## src/rtl/ct_pkg.sv

```systemverilog
// ----------------------------------------------------------------------------
// ct_pkg
// shared types, codes and constants of the character stream tokeniser
// ----------------------------------------------------------------------------
package ct_pkg;

  // field widths fixed by the token format
  localparam int CHAR_W  = 8;
  localparam int KIND_W  = 3;
  localparam int TOKEN_W = 16;

  // default width of the internal offset and length counters
  localparam int OFFSET_BITS_DEF = 16;

  // depth of the queue between front and back
  localparam int QUEUE_DEPTH = 2;

  // input command codes
  localparam logic CMD_CHAR = 1'b0;
  localparam logic CMD_END  = 1'b1;

  // token kinds
  localparam logic [KIND_W-1:0] KIND_INT   = 3'd0;
  localparam logic [KIND_W-1:0] KIND_FLOAT = 3'd1;
  localparam logic [KIND_W-1:0] KIND_OP    = 3'd2;
  localparam logic [KIND_W-1:0] KIND_IDENT = 3'd3;
  localparam logic [KIND_W-1:0] KIND_END   = 3'd4;

  // character classes found by the front
  typedef enum logic [2:0] {
    CLS_OTHER,
    CLS_DIGIT,
    CLS_DOT,
    CLS_ALPHA,
    CLS_OP
  } char_class_t;

  // special characters
  localparam logic [CHAR_W-1:0] CH_PLUS  = 8'h2B;
  localparam logic [CHAR_W-1:0] CH_MINUS = 8'h2D;
  localparam logic [CHAR_W-1:0] CH_STAR  = 8'h2A;
  localparam logic [CHAR_W-1:0] CH_SLASH = 8'h2F;
  localparam logic [CHAR_W-1:0] CH_DOT   = 8'h2E;
  localparam logic [CHAR_W-1:0] CH_ZERO  = 8'h30;
  localparam logic [CHAR_W-1:0] CH_NINE  = 8'h39;
  localparam logic [CHAR_W-1:0] CH_UP_A  = 8'h41;
  localparam logic [CHAR_W-1:0] CH_UP_Z  = 8'h5A;
  localparam logic [CHAR_W-1:0] CH_LO_A  = 8'h61;
  localparam logic [CHAR_W-1:0] CH_LO_Z  = 8'h7A;

  // one classified transaction, as queued between front and back
  typedef struct packed {
    logic              is_end;
    char_class_t       cls;
    logic [CHAR_W-1:0] op_char;
  } queue_entry_t;

endpackage

```

## src/rtl/ct_char_if.sv

```systemverilog
// ----------------------------------------------------------------------------
// ct_char_if
// source character channel: valid/ready handshake with command and byte
// ----------------------------------------------------------------------------
interface ct_char_if;
  import ct_pkg::*;

  logic              valid;
  logic              ready;
  logic              cmd;
  logic [CHAR_W-1:0] char_byte;

  modport source (output valid, output cmd, output char_byte, input ready);
  modport sink   (input valid, input cmd, input char_byte, output ready);
endinterface

// ----------------------------------------------------------------------------
// ct_token_if
// token channel: valid/ready handshake with kind, start, length, operator
// ----------------------------------------------------------------------------
interface ct_token_if;
  import ct_pkg::*;

  logic               valid;
  logic               ready;
  logic [KIND_W-1:0]  token_kind;
  logic [TOKEN_W-1:0] token_start;
  logic [TOKEN_W-1:0] token_length;
  logic [CHAR_W-1:0]  operator_char;
  logic               last;

  modport source (output valid, output token_kind, output token_start,
                  output token_length, output operator_char, output last,
                  input ready);
  modport sink   (input valid, input token_kind, input token_start,
                  input token_length, input operator_char, input last,
                  output ready);
endinterface

```

## src/rtl/ct_queue.sv

```systemverilog
// ----------------------------------------------------------------------------
// ct_queue
// short register queue of classified transactions between front and back
// ----------------------------------------------------------------------------
module ct_queue #(
  parameter int DEPTH = ct_pkg::QUEUE_DEPTH
) (
  input  logic                 clk,
  input  logic                 rst,
  input  logic                 push,
  input  ct_pkg::queue_entry_t push_entry,
  output logic                 full,
  input  logic                 pop,
  output logic                 not_empty,
  output ct_pkg::queue_entry_t head
);
  import ct_pkg::*;

  localparam int PTR_W = (DEPTH > 1) ? $clog2(DEPTH) : 1;
  localparam int CNT_W = $clog2(DEPTH + 1);
  localparam logic [PTR_W-1:0] PTR_LAST = PTR_W'(DEPTH - 1);
  localparam logic [CNT_W-1:0] CNT_FULL = CNT_W'(DEPTH);

  queue_entry_t     slots [DEPTH];
  logic [PTR_W-1:0] wr_ptr;
  logic [PTR_W-1:0] rd_ptr;
  logic [CNT_W-1:0] count;

  assign full      = (count == CNT_FULL);
  assign not_empty = (count != '0);
  assign head      = slots[rd_ptr];

  always_ff @(posedge clk) begin
    if (push) begin
      slots[wr_ptr] <= push_entry;
    end
  end

  always_ff @(posedge clk) begin
    if (rst) begin
      wr_ptr <= '0;
      rd_ptr <= '0;
      count  <= '0;
    end else begin
      if (push) begin
        wr_ptr <= (wr_ptr == PTR_LAST) ? '0 : wr_ptr + 1'b1;
      end
      if (pop) begin
        rd_ptr <= (rd_ptr == PTR_LAST) ? '0 : rd_ptr + 1'b1;
      end
      if (push && !pop) begin
        count <= count + 1'b1;
      end else if (pop && !push) begin
        count <= count - 1'b1;
      end
    end
  end
endmodule

```

## src/rtl/ct_front.sv

```systemverilog
// ----------------------------------------------------------------------------
// ct_front
// accepts source transactions and classifies each character for the back
// ----------------------------------------------------------------------------
module ct_front (
  ct_char_if.sink              chars,
  input  logic                 queue_full,
  output logic                 push,
  output ct_pkg::queue_entry_t push_entry
);
  import ct_pkg::*;

  function automatic char_class_t classify(input logic [CHAR_W-1:0] c);
    char_class_t cls;
    cls = CLS_OTHER;
    if (c >= CH_ZERO && c <= CH_NINE) begin
      cls = CLS_DIGIT;
    end else if (c == CH_DOT) begin
      cls = CLS_DOT;
    end else if ((c >= CH_UP_A && c <= CH_UP_Z) || (c >= CH_LO_A && c <= CH_LO_Z)) begin
      cls = CLS_ALPHA;
    end else if (c == CH_PLUS || c == CH_MINUS || c == CH_STAR || c == CH_SLASH) begin
      cls = CLS_OP;
    end
    return cls;
  endfunction

  assign chars.ready = !queue_full;
  assign push        = chars.valid && !queue_full;

  always_comb begin
    push_entry.is_end  = (chars.cmd == CMD_END);
    push_entry.cls     = classify(chars.char_byte);
    push_entry.op_char = chars.char_byte;
  end
endmodule

```

## src/rtl/ct_back.sv

```systemverilog
// ----------------------------------------------------------------------------
// ct_back
// scan state machine: extends, closes and emits tokens into an output register
// ----------------------------------------------------------------------------
module ct_back #(
  parameter int OFFSET_BITS = ct_pkg::OFFSET_BITS_DEF
) (
  input  logic                 clk,
  input  logic                 rst,
  input  logic                 entry_valid,
  input  ct_pkg::queue_entry_t entry,
  output logic                 entry_pop,
  ct_token_if.source           tokens
);
  import ct_pkg::*;

  localparam logic [1:0] MODE_IDLE  = 2'd0;
  localparam logic [1:0] MODE_NUM   = 2'd1;
  localparam logic [1:0] MODE_IDENT = 2'd2;

  localparam logic [OFFSET_BITS-1:0] LEN_MAX = '1;
  localparam logic [OFFSET_BITS-1:0] LEN_ONE = OFFSET_BITS'(1);

  // scan state
  logic [1:0]             scan_mode;
  logic                   seen_dot;
  logic [OFFSET_BITS-1:0] pending_start;
  logic [OFFSET_BITS-1:0] pending_length;
  logic [OFFSET_BITS-1:0] char_position;
  logic                   phase;

  // output register
  logic               out_valid;
  logic [KIND_W-1:0]  out_kind;
  logic [TOKEN_W-1:0] out_start;
  logic [TOKEN_W-1:0] out_length;
  logic [CHAR_W-1:0]  out_op;
  logic               out_last;

  logic               is_digit, is_dot, is_alpha, is_op;
  logic               extend, closing, has_second, two, emit;
  logic               out_free, go, finish, sel_pending;
  logic [KIND_W-1:0]  res_kind;
  logic [TOKEN_W-1:0] res_start;
  logic [TOKEN_W-1:0] res_length;
  logic [CHAR_W-1:0]  res_op;
  logic               res_last;

  always_comb begin
    is_digit = !entry.is_end && (entry.cls == CLS_DIGIT);
    is_dot   = !entry.is_end && (entry.cls == CLS_DOT);
    is_alpha = !entry.is_end && (entry.cls == CLS_ALPHA);
    is_op    = !entry.is_end && (entry.cls == CLS_OP);

    extend = ((scan_mode == MODE_NUM) && (is_digit || is_dot)) ||
             ((scan_mode == MODE_IDENT) && (is_digit || is_alpha));
    closing    = !extend && (scan_mode != MODE_IDLE);
    has_second = entry.is_end || is_op;
    two        = closing && has_second;
    emit       = closing || has_second;

    out_free = !out_valid || tokens.ready;
    go       = entry_valid && (!emit || out_free);
    finish   = go && !(two && !phase);

    // pending token goes first, the end or operator token second
    sel_pending = closing && !phase;
    res_last    = !(two && !phase);
    if (sel_pending) begin
      res_kind   = (scan_mode == MODE_IDENT) ? KIND_IDENT
                 : (seen_dot ? KIND_FLOAT : KIND_INT);
      res_start  = TOKEN_W'(pending_start);
      res_length = TOKEN_W'(pending_length);
      res_op     = '0;
    end else begin
      res_kind   = entry.is_end ? KIND_END : KIND_OP;
      res_start  = TOKEN_W'(char_position);
      res_length = entry.is_end ? '0 : TOKEN_W'(1);
      res_op     = entry.is_end ? '0 : entry.op_char;
    end
  end

  assign entry_pop            = finish;
  assign tokens.valid         = out_valid;
  assign tokens.token_kind    = out_kind;
  assign tokens.token_start   = out_start;
  assign tokens.token_length  = out_length;
  assign tokens.operator_char = out_op;
  assign tokens.last          = out_last;

  always_ff @(posedge clk) begin
    if (go && emit && out_free) begin
      out_kind   <= res_kind;
      out_start  <= res_start;
      out_length <= res_length;
      out_op     <= res_op;
      out_last   <= res_last;
    end
  end

  always_ff @(posedge clk) begin
    if (rst) begin
      out_valid      <= 1'b0;
      phase          <= 1'b0;
      scan_mode      <= MODE_IDLE;
      seen_dot       <= 1'b0;
      pending_start  <= '0;
      pending_length <= '0;
      char_position  <= '0;
    end else begin
      if (go && emit) begin
        out_valid <= 1'b1;
      end else if (tokens.ready) begin
        out_valid <= 1'b0;
      end
      if (go) begin
        phase <= two && !phase;
      end
      if (finish) begin
        if (entry.is_end) begin
          scan_mode      <= MODE_IDLE;
          seen_dot       <= 1'b0;
          pending_start  <= '0;
          pending_length <= '0;
          char_position  <= '0;
        end else begin
          char_position <= char_position + 1'b1;
          if (extend) begin
            if (is_dot) begin
              seen_dot <= 1'b1;
            end
            if (pending_length != LEN_MAX) begin
              pending_length <= pending_length + 1'b1;
            end
          end else if (is_digit || is_alpha) begin
            scan_mode      <= is_digit ? MODE_NUM : MODE_IDENT;
            seen_dot       <= 1'b0;
            pending_start  <= char_position;
            pending_length <= LEN_ONE;
          end else begin
            scan_mode      <= MODE_IDLE;
            seen_dot       <= 1'b0;
            pending_start  <= '0;
            pending_length <= '0;
          end
        end
      end
    end
  end
endmodule

```

## src/rtl/char_stream_tokenizer_top.sv

```systemverilog
// ----------------------------------------------------------------------------
// char_stream_tokenizer_top
// character stream tokeniser for numbers, identifiers and operators
// ----------------------------------------------------------------------------
// usage
//   chars  : one transaction per source character (cmd char) or end of source
//            (cmd end); accepted when valid and ready are both high
//   tokens : one transaction per token, kind / start offset / length /
//            operator byte, with last set on the final token of an input
//   path   : the input transaction that completes a token is written into the
//            queue, and the token is then registered in the output register
//   rate   : one input per cycle unless the queue is full; an input causing
//            two tokens (a pending token closed by an operator or by end of
//            source) is held until both enter the single output register
//   the two-entry queue between front and back keeps input ready high while
//   a token waits on a stalled receiver; when the queue fills, ready drops
//   reset  : synchronous; clears the queue, the output valid flag, the scan
//            mode and the character position
//   offsets wrap at 2^OFFSET_BITS, lengths saturate at 2^OFFSET_BITS - 1
// ----------------------------------------------------------------------------
module char_stream_tokenizer_top #(
  parameter int OFFSET_BITS = ct_pkg::OFFSET_BITS_DEF
) (
  input  logic        clk,
  input  logic        rst,
  ct_char_if.sink     chars,
  ct_token_if.source  tokens
);
  import ct_pkg::*;

  // front to queue
  logic         push;
  queue_entry_t push_entry;
  logic         queue_full;

  // queue to back
  logic         pop;
  logic         queue_not_empty;
  queue_entry_t head;

  // front: handshake and character classification
  ct_front u_front (
    .chars      (chars),
    .queue_full (queue_full),
    .push       (push),
    .push_entry (push_entry)
  );

  // decoupling queue, lets front and back stall independently
  ct_queue #(
    .DEPTH (QUEUE_DEPTH)
  ) u_queue (
    .clk        (clk),
    .rst        (rst),
    .push       (push),
    .push_entry (push_entry),
    .full       (queue_full),
    .pop        (pop),
    .not_empty  (queue_not_empty),
    .head       (head)
  );

  // back: scan state and token output register
  ct_back #(
    .OFFSET_BITS (OFFSET_BITS)
  ) u_back (
    .clk         (clk),
    .rst         (rst),
    .entry_valid (queue_not_empty),
    .entry       (head),
    .entry_pop   (pop),
    .tokens      (tokens)
  );
endmodule

```

## src/flat_wrapper.sv

```systemverilog
// flat-port wrapper written by rule: the top's interface ports become plain ports
module char_stream_tokenizer_top_flat import ct_pkg::*;
#(
  parameter int OFFSET_BITS = ct_pkg::OFFSET_BITS_DEF
)
  (clk, rst, chars_valid, chars_cmd, chars_char_byte, chars_ready, tokens_valid, tokens_token_kind, tokens_token_start, tokens_token_length, tokens_operator_char, tokens_last, tokens_ready);
  ct_char_if chars_i ();
  ct_token_if tokens_i ();
  input  logic clk;
  input  logic rst;
  input wire logic [$bits(chars_i.valid)-1:0] chars_valid;
  input wire logic [$bits(chars_i.cmd)-1:0] chars_cmd;
  input wire logic [$bits(chars_i.char_byte)-1:0] chars_char_byte;
  output wire logic [$bits(chars_i.ready)-1:0] chars_ready;
  output wire logic [$bits(tokens_i.valid)-1:0] tokens_valid;
  output wire logic [$bits(tokens_i.token_kind)-1:0] tokens_token_kind;
  output wire logic [$bits(tokens_i.token_start)-1:0] tokens_token_start;
  output wire logic [$bits(tokens_i.token_length)-1:0] tokens_token_length;
  output wire logic [$bits(tokens_i.operator_char)-1:0] tokens_operator_char;
  output wire logic [$bits(tokens_i.last)-1:0] tokens_last;
  input wire logic [$bits(tokens_i.ready)-1:0] tokens_ready;
  assign chars_i.valid = chars_valid;
  assign chars_i.cmd = chars_cmd;
  assign chars_i.char_byte = chars_char_byte;
  assign chars_ready = chars_i.ready;
  assign tokens_valid = tokens_i.valid;
  assign tokens_token_kind = tokens_i.token_kind;
  assign tokens_token_start = tokens_i.token_start;
  assign tokens_token_length = tokens_i.token_length;
  assign tokens_operator_char = tokens_i.operator_char;
  assign tokens_last = tokens_i.last;
  assign tokens_i.ready = tokens_ready;
  char_stream_tokenizer_top #(.OFFSET_BITS(OFFSET_BITS)) u_core (.clk(clk), .rst(rst), .chars(chars_i), .tokens(tokens_i));
endmodule
```

## config.mk

```make
export PLATFORM = sky130hd
export DESIGN_NAME = char_stream_tokenizer_top_flat
export DESIGN_NICKNAME = d
export VERILOG_FILES = /design/src/rtl/ct_pkg.sv /design/src/rtl/ct_char_if.sv /design/src/rtl/ct_queue.sv /design/src/rtl/ct_front.sv /design/src/rtl/ct_back.sv /design/src/rtl/char_stream_tokenizer_top.sv /design/src/flat_wrapper.sv
export SDC_FILE = /design/constraint.sdc
export NUM_CORES = 1
export LEC_CHECK = 0
export ABC_AREA = 1
export BUFFER_PORTS_ARGS = -buffer_cell sky130_fd_sc_hd__buf_2
export CAP_MARGIN = 15
export CORE_UTILIZATION = 60
export CTS_CLUSTER_DIAMETER = 150
export DETAILED_ROUTE_END_ITERATION = 8
export PLACE_DENSITY = 0.84
export SYNTH_ARGS = -nofsm -noshare
export SYNTH_HDL_FRONTEND = slang
export SYNTH_SLANG_ARGS = --single-unit
```

## constraint.sdc

```tcl
create_clock -name clk -period 6.32 [get_ports clk]
set_clock_uncertainty 0.2 [all_clocks]
set_input_delay 0.632 -clock clk [delete_from_list [all_inputs] [get_ports clk]]
set_output_delay 0.632 -clock clk [all_outputs]
set_load 0.02 [all_outputs]
```

==> metrics.md <==
| Metric | Value |
|---|---|
| Clock tree root buffer cell | `sky130_fd_sc_hd__clkbuf_8` |
| Gr usage total | `28.8%` |
| Combinational share of power | `39.1%` |
| Pins over their slew limit | `0` |
| Max_cap viols | `0` |
| Pin count of the biggest net entering global routing | `52` |
| Distinct cell type count of the synthesized netlist | `35` |
| Hold path cells | `1` |
| Bufs on Longest Clock Path | `2` |
| Min Clock Period, post-route | `3.87 ns` |
| Peak clock frequency supported by timing | `259 MHz` |
| Final instance area | `6830 µm²` |
| Number of setup buffers added after CTS | `0` |
| Number of violations reported at the end of detailed-routing iteration 0 | `359` |
| Worst min-delay path class | `in -> reg` |
| Register bit count reported by yosys | `126` |
| WL final | `13.6 mm` |
| Seq/Total Area, Yosys | `54.2%` |
| Count of buffers inserted at the top-level ports | `58` |
| Die W | `101 µm` |
| Proportion of power drawn by flip-flops and latches | `35.7%` |
| Power per unit of standard cell area | `559 nW/µm²` |
| Global-route wire length before repair | `22.4 mm` |
| Drc violations | `0` |
| CP endpoint kind | `flop` |
| Hold slack final | `0.0881 ns` |
| Die Area | `10200 µm²` |
| Sum Neg Setup Slack | `0 ns` |
| Pint | `0.00223 W` |
| Most used flip-flop cell after synthesis | `sky130_fd_sc_hd__edfxtp_1` |
| Worst-Skew Late Latency | `0.53 ns` |
| Remaining global-route overflow | `0` |
| Static Leakage | `2.81 nW` |
| Clock sinks | `126` |
| Most numerous cell in the Yosys netlist | `sky130_fd_sc_hd__nand2_1` |
| Number of flops mapped to enable cells by yosys | `68` |
| Largest area contributor in the synthesized netlist | `sky130_fd_sc_hd__edfxtp_1` |
| Floorplan core area | `9370 µm²` |
| Number of levels the H-tree was split into | `4` |
| Syn_nets | `724` |
| Number of vias in the routed layout | `4986` |
| Hold violation total from the final report | `0` |
| Clock buffer count from CTS | `17` |
| Signal arrival time at the worst endpoint | `3.91 ns` |
| Commonest cells in the netlist | `sky130_fd_sc_hd__nand2_1 (159), sky130_fd_sc_hd__nor2_1 (145), sky130_fd_sc_hd__inv_1 (74), sky130_fd_sc_hd__edfxtp_1 (68), sky130_fd_sc_hd__dfxtp_1 (58)` |
| Max VDD drop | `0.281 mV` |
| Layout-stage area growth over the synthesis result | `15.7%` |
| Avg Synthesized Cell Area | `8.34 µm²` |
| Top cells by area in the synthesized netlist | `sky130_fd_sc_hd__edfxtp_1 (35%), sky130_fd_sc_hd__dfxtp_1 (20%), sky130_fd_sc_hd__nand2_1 (10%)` |
| Effective utilization at floorplan | `63.0%` |
| Fraction of power spent switching nets | `41.7%` |
| Final RePlAce weighted congestion | `0.867` |
| Mapped Cells | `708` |
| Placement Cell Area | `6240 µm²` |
| Number of vias per cell | `5.51` |
| Fraction of registers with async set or reset after synthesis | `0%` |
| Post-layout net count | `779` |
| Final antenna-violating net count | `0` |
| Number of instances resized during post-cts repair | `0` |
| Number of rows in the core area | `35` |
| Final number of setup-violating endpoints | `0` |
| Number of cell instances on the worst register-to-register path | `10` |
| Chip height | `101 µm` |
| Ports | `59` |
| Fraction of synthesized cell area taken by the top area cell type | `34.6%` |
| Kind of launch point of the worst setup path | `flop` |
| Fraction of final layout cells sized beyond drive strength 1 | `15.6%` |
| CTS tree | `done` |
| Total design power | `0.00382 W` |
| Wire per inst | `15.0 µm` |
| Number of buffers added to fix hold violations after cts | `0` |
| Critical path required time | `6.36 ns` |
| Number of antenna violations at the first check in global routing | `0` |
| Part of the power in the clock network | `25.2%` |
| Number of synthesis warnings | `0` |
| Slew @ Worst Pin | `1.14 ns` |
| Fin crit share | `61.2%` |
| Post-detailed-placement half-perimeter wirelength | `8.59 mm` |
| Length of the first detailed-routing pass in iterations | `6` |
| Status | `complete, no violations` |
| Mapped cell area | `5900 µm²` |
| Number of global-route vias before repair | `4789` |
| Switching power summed over all nets | `0.00159 W` |
| Critical path type | `reg -> reg` |
| Max-slew headroom at the worst pin | `24.0%` |
| Crit Path Max Fanout | `51` |
| Unrepaired setup endpoints after global routing | `no` |
| Clk pin slew, worst setup/hold paths | `0.06 ns` |
| Number of antenna cells inserted | `0` |
==> power by group through the flow <==
| stage | clock network, W | registers (W) | logic [W] |
|---|---|---|---|
| CTS | 0.000964 | 0.00136 | 0.00148 |
| floorplan | 0 | 0.00152 | 0.000990 |
| finish | 0.000962 | 0.00136 | 0.00149 |
| global placement | 0 | 0.00136 | 0.00141 |
| global route | 0.000999 | 0.00139 | 0.00166 |
| detailed placement | 0 | 0.00137 | 0.00146 |
==> logic make-up (layout without fill, tap and decap cells) <==
group                    count (synthesis)  after routing  share of synthesized area, %
flip-flops                             126            126                          54.2
adder cells (fa/ha/maj)                  3              3                         0.636
buffers and inverters                  101            169                          7.20
AO/OA/AOI/OAI                           77             77                          7.01
multiplexers                             3              3                         0.530
AND/OR/NAND/NOR                        391            391                          29.3
XOR/XNOR                                 7              7                          1.04
==> metal layers <==
metal  share of wire, %  up-vias  global-route usage, %  routed length, µm
met4                1.7        0                   10.8                234
met5                  0        -                      0                  0
met2                 50      233                   49.3               6820
li1                   -     2417                      -                  -
met1                 40     2311                   35.2               5510
met3                7.8       25                   7.32               1060
==> critical path: stages (launching register included) <==
cell	delay (ns)
sky130_fd_sc_hd__dfxtp_1	0.47
sky130_fd_sc_hd__inv_2	0.28
sky130_fd_sc_hd__nand2_1	0.10
sky130_fd_sc_hd__nand2_2	0.24
sky130_fd_sc_hd__nor2_4	0.09
sky130_fd_sc_hd__nand2_1	0.10
sky130_fd_sc_hd__nand2_2	0.09
sky130_fd_sc_hd__a21oi_4	0.45
sky130_fd_sc_hd__nand3_2	0.87
sky130_fd_sc_hd__nand2_2	0.51
sky130_fd_sc_hd__o21ai_0	0.18
==> sequential cells by signal, indices dropped and copies added, names as in the netlist, 2 cells and up, named ones only <==
register,count
u_core.u_back.pending_length,16
u_core.u_back.scan_mode,2
u_core.u_back.tokens.token_length,16
u_core.u_back.char_position,16
u_core.u_queue.slots,24
u_core.u_back.tokens.token_start,16
u_core.u_back.pending_start,16
u_core.u_back.tokens.operator_char,8
u_core.u_back.tokens.token_kind,3
u_core.u_queue.count,2
==> cell type report <==
class	count	area (µm²)
flip-flops and latches	126	3200
inverters	78	293
well taps	129	161
repair buffers	59	298
multi-input cells	481	2280
clock buffers	21	492
clock inverters	11	103
fillers	704	2540
==> worst paths after layout <==
check,startpoint,endpoint,slack [ns]
hold / removal,chars_cmd,u_core.u_queue.slots[1][11],0.09
setup reg to reg,flop,u_core.u_back.tokens.token_kind[1],2.45
setup / recovery,flop,u_core.u_back.tokens.token_kind[1],2.45
hold reg to reg,u_core.u_queue.rd_ptr,u_core.u_queue.rd_ptr,0.28
==> layout by cell type, fill, tap and decap left out, drive strengths merged <==
cell type	count
and2	1
nor3b	2
a21oi	40
mux2	1
xor2	7
ha	3
buf	59
dfxtp	58
nand4	27
edfxtp	68
nand3	30
clkbuf	21
inv	78
clkinvlp	3
clkinv	7
mux2i	2
o21ai	35
nor3	5
o31ai	1
nand2	170
or2	1
nor2	151
nor4	4
bufinv	1
o2111ai	1
==> stage by stage <==
stage	setup WS, ns	cells	util [%]
after floorplan	3.38	708	-
after global placement	2.72	873	66.5
final	2.45	905	72.9
after global routing	2.12	905	72.9
after CTS	2.49	905	72.9
after detailed placement	2.56	873	66.5
(Power assumes the default switching activity.)
